[config.mk]
export PLATFORM = sky130hd
export DESIGN_NAME = tick_count_to_segment_clock
export DESIGN_NICKNAME = d
export VERILOG_FILES = /design/src/rtl/tcsc_pkg.sv /design/src/rtl/tcsc_seg_format.sv /design/src/rtl/tick_count_to_segment_clock.sv
export SDC_FILE = /design/constraint.sdc
export NUM_CORES = 1
export LEC_CHECK = 0
export ABC_AREA = 1
export BUFFER_PORTS_ARGS = -buffer_cell sky130_fd_sc_hd__buf_4
export CORE_MARGIN = 2
export CORE_UTILIZATION = 50
export CTS_CLUSTER_SIZE = 10
export DETAILED_ROUTE_END_ITERATION = 10
export PLACE_DENSITY = 0.79
export SLEW_MARGIN = 10
export SYNTH_ARGS = -nofsm -noshare
export SYNTH_HDL_FRONTEND = slang
export SYNTH_SLANG_ARGS = --single-unit
[constraint.sdc]
create_clock -name clk -period 5.9 [get_ports clk]
set_clock_uncertainty 0.05 [all_clocks]
set_input_delay 0.295 -clock clk [delete_from_list [all_inputs] [get_ports clk]]
set_output_delay 0.295 -clock clk [all_outputs]
set_load 0.005 [all_outputs]
[src/rtl/tcsc_pkg.sv]
package tcsc_pkg;

  localparam int unsigned TickW  = 21;
  localparam int unsigned SecW   = 17;
  localparam int unsigned HourW  = 5;
  localparam int unsigned RemW   = 12;
  localparam int unsigned WordW  = 30;

  localparam logic [TickW-1:0] OneDayTicks = 21'd1382400;
  localparam logic [11:0]      SecsPerHour = 12'd3600;
  localparam logic [5:0]       SecsPerMin  = 6'd60;

  // reciprocal multipliers, exact over the ranges they see
  localparam logic [15:0] HourRecip = 16'd37283;   // ceil(2^27 / 3600)
  localparam int unsigned HourShift = 27;
  localparam logic [12:0] MinRecip  = 13'd4370;    // ceil(2^18 / 60)
  localparam int unsigned MinShift  = 18;
  localparam logic [7:0]  TenRecip  = 8'd205;      // ceil(2^11 / 10)
  localparam int unsigned TenShift  = 11;

  localparam logic [1:0] AmMark = 2'b01;
  localparam logic [1:0] PmMark = 2'b10;

  typedef struct packed {
    logic [3:0] hour_tens;
    logic [3:0] hour_ones;
    logic [3:0] minute_tens;
    logic [3:0] minute_ones;
    logic       pm;
  } digits_t;

  function automatic logic [6:0] seg_of(input logic [3:0] d);
    logic [6:0] s;
    unique case (d)
      4'd0:    s = 7'b1110111;
      4'd1:    s = 7'b0100100;
      4'd2:    s = 7'b1011101;
      4'd3:    s = 7'b1101101;
      4'd4:    s = 7'b0101110;
      4'd5:    s = 7'b1101011;
      4'd6:    s = 7'b1111011;
      4'd7:    s = 7'b0100101;
      4'd8:    s = 7'b1111111;
      4'd9:    s = 7'b1101111;
      default: s = 7'b0000000;
    endcase
    return s;
  endfunction

endpackage

[src/rtl/tcsc_seg_format.sv]
module tcsc_seg_format import tcsc_pkg::*; (
  input  digits_t           digits,
  output logic [WordW-1:0]  word
);

  logic [6:0] hour_tens_seg;

  // hour tens stays dark when zero
  assign hour_tens_seg = (digits.hour_tens != 4'd0) ? seg_of(digits.hour_tens) : 7'b0000000;

  assign word = {(digits.pm ? PmMark : AmMark),
                 hour_tens_seg,
                 seg_of(digits.hour_ones),
                 seg_of(digits.minute_tens),
                 seg_of(digits.minute_ones)};

endmodule

[src/rtl/tick_count_to_segment_clock.sv]
// Twelve-hour seven-segment clock formatter. Each transfer on the in_ channel
// carries a time of day in sixteenths of a second; the count is rounded to the
// nearest second, split into hour, minute and second, mapped onto a 12-hour
// face (hour 0 shows as 12 AM, hour 24 as 12 PM) and packed into a 30-bit
// segment word for a four-digit display with AM/PM lamps in bits 28-29. A
// count above one day gives range_error with every other field zero. The
// datapath is a five-stage pipeline built from constant reciprocal multiplies,
// so one count is taken every cycle while out_ does not stall, and its result
// reaches out_ through stages 1 to 4 and the output register. A stall on out_
// freezes the whole pipeline and is passed straight back on in_stall.
module tick_count_to_segment_clock import tcsc_pkg::*; (
  input  logic              clk,
  input  logic              rst_n,

  input  logic              in_valid,
  output logic              in_stall,
  input  logic [TickW-1:0]  in_sixteenth_seconds,

  output logic              out_valid,
  input  logic              out_stall,
  output logic              out_range_error,
  output logic [WordW-1:0]  out_display_bits,
  output logic [3:0]        out_hours_12,
  output logic [5:0]        out_minutes,
  output logic [5:0]        out_seconds,
  output logic              out_is_pm
);

  // pipeline advances whenever the output register is free or being drained
  logic adv;
  assign adv      = !(out_valid && out_stall);
  assign in_stall = !adv;

  // stage 1: range check and rounding to whole seconds
  logic            v1_r, err1_r;
  logic [SecW-1:0] ds1_r;
  logic [SecW-1:0] ds1_nxt;

  assign ds1_nxt = in_sixteenth_seconds[TickW-1:4] + {{(SecW-1){1'b0}}, in_sixteenth_seconds[3]};

  // stage 2: hour of day by reciprocal multiply
  logic             v2_r, err2_r;
  logic [SecW-1:0]  ds2_r;
  logic [HourW-1:0] hour2_r;
  logic [32:0]      hour_prod;

  assign hour_prod = {16'd0, ds1_r} * {17'd0, HourRecip};

  // stage 3: seconds left in the hour, 12-hour face
  logic             v3_r, err3_r, pm3_r;
  logic [RemW-1:0]  rem3_r;
  logic [3:0]       h12_3_r;
  logic [SecW-1:0]  hour_secs;
  logic [SecW-1:0]  rem_full;
  logic [3:0]       h12_nxt;

  assign hour_secs = {{(SecW-HourW){1'b0}}, hour2_r} * {{(SecW-12){1'b0}}, SecsPerHour};
  assign rem_full  = ds2_r - hour_secs;

  always_comb begin
    if (hour2_r == 5'd0) begin
      h12_nxt = 4'd12;
    end else if (hour2_r > 5'd12) begin
      h12_nxt = 4'(hour2_r - 5'd12);
    end else begin
      h12_nxt = hour2_r[3:0];
    end
  end

  // stage 4: minutes by reciprocal multiply
  logic            v4_r, err4_r, pm4_r;
  logic [RemW-1:0] rem4_r;
  logic [3:0]      h12_4_r;
  logic [5:0]      min4_r;
  logic [24:0]     min_prod;

  assign min_prod = {13'd0, rem3_r} * {12'd0, MinRecip};

  // stage 5 inputs: seconds, digit split, segment word
  logic [RemW-1:0] min_secs;
  logic [RemW-1:0] sec_full;
  logic [13:0]     ten_prod;
  logic [3:0]      minute_tens;
  logic [5:0]      minute_tens_x10;
  logic [5:0]      minute_ones;
  logic            h12_big;
  digits_t         digits;
  logic [WordW-1:0] word;

  assign min_secs        = {6'd0, min4_r} * {6'd0, SecsPerMin};
  assign sec_full        = rem4_r - min_secs;
  assign ten_prod        = {8'd0, min4_r} * {6'd0, TenRecip};
  assign minute_tens     = {1'b0, ten_prod[TenShift+2:TenShift]};
  assign minute_tens_x10 = {2'd0, minute_tens} * 6'd10;
  assign minute_ones     = min4_r - minute_tens_x10;
  assign h12_big         = (h12_4_r >= 4'd10);

  assign digits.hour_tens   = h12_big ? 4'd1 : 4'd0;
  assign digits.hour_ones   = h12_big ? 4'(h12_4_r - 4'd10) : h12_4_r;
  assign digits.minute_tens = minute_tens;
  assign digits.minute_ones = minute_ones[3:0];
  assign digits.pm          = pm4_r;

  tcsc_seg_format u_seg (
    .digits (digits),
    .word   (word)
  );

  // valid bits
  always_ff @(posedge clk) begin
    if (!rst_n) begin
      v1_r      <= 1'b0;
      v2_r      <= 1'b0;
      v3_r      <= 1'b0;
      v4_r      <= 1'b0;
      out_valid <= 1'b0;
    end else if (adv) begin
      v1_r      <= in_valid;
      v2_r      <= v1_r;
      v3_r      <= v2_r;
      v4_r      <= v3_r;
      out_valid <= v4_r;
    end
  end

  // payload registers
  always_ff @(posedge clk) begin
    if (adv) begin
      err1_r  <= (in_sixteenth_seconds > OneDayTicks);
      ds1_r   <= ds1_nxt;

      err2_r  <= err1_r;
      ds2_r   <= ds1_r;
      hour2_r <= hour_prod[HourShift+HourW-1:HourShift];

      err3_r  <= err2_r;
      pm3_r   <= (hour2_r >= 5'd12);
      rem3_r  <= rem_full[RemW-1:0];
      h12_3_r <= h12_nxt;

      err4_r  <= err3_r;
      pm4_r   <= pm3_r;
      rem4_r  <= rem3_r;
      h12_4_r <= h12_3_r;
      min4_r  <= min_prod[MinShift+5:MinShift];

      // an out-of-range count zeroes every field but the error flag
      out_range_error  <= err4_r;
      out_display_bits <= err4_r ? '0 : word;
      out_hours_12     <= err4_r ? 4'd0 : h12_4_r;
      out_minutes      <= err4_r ? 6'd0 : min4_r;
      out_seconds      <= err4_r ? 6'd0 : sec_full[5:0];
      out_is_pm        <= err4_r ? 1'b0 : pm4_r;
    end
  end

  // checks
  a_err_zero: assert property (@(posedge clk) disable iff (!rst_n)
    (out_valid && out_range_error) |->
      (out_display_bits == '0 && out_hours_12 == 4'd0 && out_minutes == 6'd0 &&
       out_seconds == 6'd0 && !out_is_pm))
    else $error("range error result carries nonzero fields");

  a_ampm_lamp: assert property (@(posedge clk) disable iff (!rst_n)
    (out_valid && !out_range_error) |->
      ($onehot(out_display_bits[29:28]) && (out_display_bits[29] == out_is_pm)))
    else $error("am/pm lamps disagree with is_pm");

  a_face_range: assert property (@(posedge clk) disable iff (!rst_n)
    (out_valid && !out_range_error) |->
      (out_hours_12 >= 4'd1 && out_hours_12 <= 4'd12 &&
       out_minutes <= 6'd59 && out_seconds <= 6'd59))
    else $error("time fields out of range");

endmodule

==> summary.md, run 1 <==
| Metric | Value |
|---|---|
| Nets | `1618` |
| Die height | `157 um` |
| Max_cap viols | `0` |
| Status | `complete, no violations` |
| Register Area | `0.00352 mm2` |
| Starting Density | `51.3%` |
| Cts repair resizes | `0` |
| Core Box Area | `0.0228 mm2` |
| CP Data Required Time | `6.01 ns` |
| Crit Path Max Fanout | `8` |
| Setup Buffers After CTS | `0` |
| Layout cells sized above 1 | `11.3%` |
| WL final | `23400 um` |
| Critical path type | `flop to flop` |
| Die area | `0.0246 mm2` |
| FF-to-FF End | `hour2_r[2]$_DFFE_PN_` |
| DIE WIDTH | `157 um` |
| Synth cell types | `43` |
| Drt pass-1 iters | `7` |
| Period utilization | `86.0%` |
| First-pass GRT wire length | `38800 um` |
| Fin. max-slew vios | `0` |
| Final HPWL DP | `18700 um` |
| Vias | `8191` |
| Fill cells | `1862` |
| Area growth from synthesis to layout | `13.2%` |
| Synthesized area per cell | `10.0 um2` |
| Antenna cell count | `0` |
| # rows | `55` |
| Fmax | `0.197 GHz` |
| Hold Buf Count CTS | `0` |
| Critical path buffers and inverters | `4` |
| Worst Hold Depth | `3` |
| RSZ-0062 raised after global routing | `false` |
| Initial antenna violation count | `0` |
| Top FF cell, synth | `edfxtp_1` |
| Clock-pin slew on the worst setup and hold paths | `0.06 ns` |
| Synth Cell Area | `0.0117 mm2` |
| Clk root buf | `clkbuf_16` |
| Cell Chain, Critical Path | `ha_1, ha_1, inv_1, fa_1, inv_1, fa_1, fa_1, inv_1, fa_1, inv_1, ha_1, a21oi_1, o21ai_0, a21boi_0, o21ai_0, a21oi_1, nand2_1, nand2_1, nand2_1` |
| Slew headroom | `30.3%` |
| CTS H-tree depth | `4` |
| Max incr delay on CP | `0.54 ns` |
| Critical path launch point type | `flop` |
| Final hold vios | `0` |
| Post-synthesis register bit count | `119` |
| Worst Tran Pin Value | `1.05 ns` |
| Num ports | `75` |
| Seq/Total Area, Yosys | `30.1%` |
| # port buffers | `73` |
| Share of flip-flops with an asynchronous set or reset | `0%` |
| Worst Path Arrival | `5.19 ns` |
| Synth Instances | `1167` |
| CTS Buf Count | `17` |
| Tot GR Track Use | `20.1%` |
| Drt wl/cell | `14.8 um` |
| Final GP Congestion | `0.854` |
| Warnings from Yosys | `0` |
| Crit-path slowest cell | `fa_1` |
| Final setup TNS | `0 ns` |
| Worst R2R Start | `ds1_r[8]$_DFFE_PN_` |
| Number of flops mapped to enable cells by yosys | `114` |
| DRT antenna net count | `0` |
| Skew-Pair Late Insertion Delay | `0.41 ns` |
| Hold Slack | `0.0603 ns` |
| Global route total overflow | `0` |
| Hold Crit Endpoint | `v1_r$_SDFFE_PN0N_` |
| Min-delay src | `in_valid` |
| Clock Path Buffers | `2` |
| Clk sinks | `119` |
| Critical Path End Type | `flop` |
| CTS tree | `done` |
| Hold Path Class | `input port to flop` |
| Vias per cell | `5.19` |
| Largest net degree at the start of global routing | `87` |
| Final setup viols | `0` |
| Vias in the first global route | `8357` |
| Stages on worst setup path | `19` |
| R2R cell count | `19` |
| Min Tclk post-route | `5.08 ns` |
| Reg2reg setup slack | `0.82 ns` |
| Initial drt markers | `377` |
| Delay-heaviest family, CP | `adder cells` |
| Drc violations | `0` |
| Multi-input logic area | `0.00725 mm2` |
worst max-delay path by stage:
stage	from	end	slack (ns)
detailed placement	ds1_r[9]$_DFFE_PN_	hour2_r[4]$_DFFE_PN_	0.92
finish	ds1_r[8]$_DFFE_PN_	hour2_r[2]$_DFFE_PN_	0.82
floorplan	ds1_r[8]$_DFFE_PN_	hour2_r[2]$_DFFE_PN_	1.25
global route	ds1_r[9]$_DFFE_PN_	hour2_r[4]$_DFFE_PN_	0.56
global placement	ds1_r[9]$_DFFE_PN_	hour2_r[2]$_DFFE_PN_	1.03
CTS	ds1_r[8]$_DFFE_PN_	hour2_r[4]$_DFFE_PN_	0.89
state kept, by name, indices dropped and copies added, names as in the netlist, 4 cells and up:
name              count
rem3_r               12
out_seconds           6
out_minutes           6
ds2_r                12
rem4_r                6
h12_4_r               4
ds1_r                17
min4_r                6
h12_3_r               4
hour2_r               5
out_hours_12          4
out_display_bits     24
stage by stage:
stage,area (um2),util (%),instances,setup WS (ns)
floorplan,11700,-,1168,1.25
global placement,12600,55.3,1546,1.03
detailed placement,12600,55.3,1546,0.920
CTS,13200,58.1,1578,0.886
global route,13200,58.1,1578,0.565
finish,13200,58.1,1578,0.824
cell usage in the layout, fill, tap and decap left out, types with 3 or more instances in the layout:
| master | n |
|---|---|
| nand2_1 | 135 |
| inv_2 | 4 |
| xnor2_1 | 19 |
| a21oi_2 | 5 |
| nor2_2 | 5 |
| nor3_1 | 10 |
| nand2_4 | 4 |
| clkinv_4 | 4 |
| nand3_1 | 34 |
| nand2_2 | 5 |
| inv_6 | 3 |
| edfxtp_1 | 114 |
| fa_1 | 72 |
| buf_4 | 75 |
| inv_1 | 228 |
| a21oi_1 | 65 |
| nor2_1 | 76 |
| clkbuf_16 | 17 |
| o21ai_0 | 31 |
| dfxtp_1 | 5 |
| or2_2 | 4 |
| o21a_1 | 3 |
| nand3_2 | 5 |
| nand3b_1 | 4 |
| nor4_1 | 4 |
| ha_1 | 269 |
| nand4_1 | 4 |
| o211ai_1 | 4 |
| xor2_1 | 23 |
| bufinv_16 | 4 |
routing by layer:
layer | vias up | wire, um | global-route usage [%]
met5 | - | 0 | 0
met4 | 0 | 528 | 6.51
met3 | 46 | 1080 | 3.55
met2 | 225 | 12300 | 37.4
met1 | 3852 | 9470 | 23.2
li1 | 4068 | - | -
cells by family (layout without fill, tap and decap cells):
family / after synthesis / in the layout / share of synthesized area [%]
XOR/XNOR: 42 / 42 / 3.15
adder cells (fa/ha/maj): 341 / 341 / 41.1
AND/OR/NAND/NOR: 298 / 298 / 11.7
other: 1 / 2 / 0.0321
buffers and inverters: 242 / 339 / 7.96
flip-flops: 119 / 119 / 30.1
AO/OA/AOI/OAI: 124 / 124 / 5.98
cell usage after synthesis, drive strengths merged (5+ instances only):
cell    number  area [um2]
buf          6        45.0
nand2      144         576
nor2        81         317
fa          72        1440
ha         269        3370
a21oi       70         369
edfxtp     114        3420
xnor2       19         166
or2          6        37.5
nand3       41         255
o21ai       33         165
nand4        6        50.0
dfxtp        5         100
inv        232         871
nor3        11        66.3
xor2        23         201
layout make-up:
class / instances / share of cell area [%]
clock buffer: 19 / 3.35
timing repair buffer: 75 / 4.25
inverter: 232 / 6.58
sequential: 119 / 26.6
tap: 313 / 2.96
clock inverter: 13 / 1.47
multi-input combinational: 807 / 54.8
worst reg2reg max path, delay by kind of cell, from the launching register on:
family / cells / cell delay [ns]
flops: 1 / 0.52
buf+inv: 4 / 0.19
compound gates: 5 / 0.85
fa+ha+maj: 7 / 3.05
simple gates: 3 / 0.16
Power of run 1 is not shown: default switching activity piles up to over one toggle a cycle in this logic, so the estimate is an artifact.
==> inputs of run 2 (changes only) <==
- ABC_AREA: 1 -> unset
- CTS_CLUSTER_DIAMETER: unset -> 120
==> run 2 against run 1 <==
Against the previous run:
- maximum frequency down 9.3%
- utilization down 0.70 points
- global-route usage down 0.34 points
- first-iteration DRC count down 16%
- sequential share of layout area up 1.4 points
- cell count down 13%
- die area down 4.5%
- synthesized cell count down 15%
- register-to-register slack worse by 0.52 ns
- clock-buffer cell count up 1
- critical endpoint is now out_display_bits[0]$_SDFFCE_PP0N_
- highest routed layer unchanged
==> summary.md, run 2 <==
| Metric | Value |
|---|---|
| Status | `complete, no violations` |
| Hold Buf Count CTS | `0` |
| CTS H-tree depth | `4` |
| Min Tclk post-route | `5.59 ns` |
| Global route total overflow | `0` |
| Critical Path End Type | `flop` |
| # rows | `54` |
| Vias per cell | `5.38` |
| Slew headroom | `42.4%` |
| Min-delay src | `rst_n` |
| Register Area | `0.00352 mm2` |
| Most common cell in the synthesized netlist | `ha_1` |
| Final GP Congestion | `0.884` |
| Warnings from Yosys | `0` |
| CTS Buf Count | `17` |
| Clk root buf | `clkbuf_16` |
| Largest register FFs | `24` |
| Skew-Pair Late Insertion Delay | `0.41 ns` |
| Final setup viols | `0` |
| # port buffers | `73` |
| Most frequent cells in the layout | `269 x ha_1, 185 x inv_1, 114 x edfxtp_1, 79 x buf_4, 72 x fa_1` |
| Placed insts | `1338` |
| Post-synthesis register bit count | `119` |
| Area growth from synthesis to layout | `12.7%` |
| Synthesized area per cell | `11.3 um2` |
| Final setup TNS | `0 ns` |
| Worst Tran Pin Value | `0.864 ns` |
| Tot GR Track Use | `19.7%` |
| Cell accounting for the most synthesized area | `edfxtp_1` |
| Hold Crit Endpoint | `out_valid$_SDFFE_PN0N_` |
| Clock-pin slew on the worst setup and hold paths | `0.06 ns` |
| Share of flip-flops with an asynchronous set or reset | `0%` |
| Fill cells | `1792` |
| DIE WIDTH | `153 um` |
| CTS tree | `done` |
| Multi-input logic area | `0.00689 mm2` |
| Commonest non-fill, non-tap cell in the layout | `ha_1` |
| Worst Hold Depth | `2` |
| R2R cell count | `17` |
| Hold Slack | `0.0681 ns` |
| Vias in the first global route | `7657` |
| Area share of the largest cell type after synthesis | `30.7%` |
| Worst R2R Start | `min4_r[0]$_DFFE_PN_` |
| Synth Cell Area | `0.0112 mm2` |
| Seq/Total Area, Yosys | `31.6%` |
| Initial antenna violation count | `0` |
| Drt pass-1 iters | `5` |
| RSZ-0062 raised after global routing | `false` |
| Hold Path Class | `input port to flop` |
| Fin. max-slew vios | `0` |
| Final HPWL DP | `17500 um` |
| Drc violations | `0` |
| Final hold vios | `0` |
| Synth Instances | `990` |
| FF-to-FF End | `out_display_bits[0]$_SDFFCE_PP0N_` |
| Reg2reg setup slack | `0.31 ns` |
| Top FF cell, synth | `edfxtp_1` |
| DRT antenna net count | `0` |
| First-pass GRT wire length | `37200 um` |
| Non-filler instance count after layout | `1369` |
| Setup Buffers After CTS | `0` |
| Critical path type | `flop to flop` |
| Clock Path Buffers | `2` |
| WL final | `21900 um` |
| Starting Density | `51.0%` |
| Critical path launch point type | `flop` |
| Worst Path Arrival | `5.81 ns` |
| Crit Path Max Fanout | `8` |
| Vias | `7366` |
| Core Box Area | `0.0219 mm2` |
| Fmax | `0.179 GHz` |
| Largest regs | `out_display_bits: 24 flops, ds1_r: 17 flops` |
| Die height | `153 um` |
| Die area | `0.0235 mm2` |
| Nets | `1443` |
| Drt wl/cell | `16.0 um` |
| CP Data Required Time | `6.12 ns` |
| Cts repair resizes | `0` |
| Ranking of synthesized cells by area | `edfxtp_1 31%, ha_1 30%, fa_1 13%, inv_1 6.2%, xnor2_1 3.1%` |
| Number of flops mapped to enable cells by yosys | `114` |
| Most flops, register | `out_display_bits` |
| Clk sinks | `119` |
| Antenna cell count | `0` |
| Largest net degree at the start of global routing | `69` |
| Most frequent cells after synthesis | `269 x ha_1, 185 x inv_1, 114 x edfxtp_1` |
| Period utilization | `94.8%` |
| Initial drt markers | `316` |
| Synth cell types | `56` |
| Max_cap viols | `0` |
| Layout cells sized above 1 | `10.5%` |
| Num ports | `75` |
-- run 2: final cells by class --
type / instances / share of cell area, %
repair buffers: 79 / 4.72
flip-flops and latches: 119 / 28.0
multi-input cells: 675 / 54.8
clock buffers: 20 / 3.47
well taps: 280 / 2.79
inverters: 185 / 5.52
clock inverters: 11 / 0.677
-- run 2: cells by family (layout without fill, tap and decap cells) --
logic type               Yosys count  after routing  synth area share (%)
AO/OA/AOI/OAI                    138            138                  8.34
XOR/XNOR                          51             51                  4.07
adder cells (fa/ha/maj)          341            341                  43.1
buffers and inverters            197            295                  6.84
flip-flops                       119            119                  31.6
multiplexers                       2              2                 0.191
other                              1              2                0.0336
AND/OR/NAND/NOR                  141            141                  5.84
-- run 2: metrics by stage --
stage / setup WS, ns / instance area [um2] / util, %
after floorplan: 0.769 / 11200 / -
after global placement: 0.542 / 12000 / 55.0
after detailed placement: 0.288 / 12000 / 55.0
after CTS: 0.248 / 12600 / 57.4
after global routing: 0.0105 / 12600 / 57.4
final: 0.306 / 12600 / 57.4
-- run 2: critical path, stage by stage (launching register included) --
cell       delay [ns]
edfxtp_1         0.49
ha_1             0.41
fa_1             0.46
fa_1             0.48
ha_1             0.32
o211ai_1         0.26
nor2_1           0.15
a31oi_2          0.31
xor2_1           0.33
inv_1            0.17
fa_1             0.43
xor2_1           0.17
xnor2_1          0.18
a211o_1          0.29
o2111ai_1        0.13
xor2_2           0.33
mux2_2           0.38
nor2_1           0.11
-- run 2: layer usage --
layer / part of all wire, % / track usage, % / vias up
li1: - / - / 3598
met1: 42 / 24.6 / 3554
met2: 52 / 35.7 / 182
met3: 4.1 / 3.37 / 32
met4: 1.3 / 4.85 / 0
met5: 0 / 0 / -
-- run 2: how the worst max path moves through the flow --
stage	start	slack, ns	endpoint	cells after the start
final	min4_r[0]$_DFFE_PN_	0.31	out_display_bits[0]$_SDFFCE_PP0N_	17
after global routing	min4_r[0]$_DFFE_PN_	0.01	out_display_bits[0]$_SDFFCE_PP0N_	17
after CTS	min4_r[0]$_DFFE_PN_	0.25	out_display_bits[0]$_SDFFCE_PP0N_	17
after detailed placement	min4_r[0]$_DFFE_PN_	0.29	out_display_bits[0]$_SDFFCE_PP0N_	17
after global placement	min4_r[0]$_DFFE_PN_	0.54	out_display_bits[0]$_SDFFCE_PP0N_	17
after floorplan	min4_r[0]$_DFFE_PN_	0.77	out_display_bits[0]$_SDFFCE_PP0N_	17
Power of run 2 is left out for the same reason.
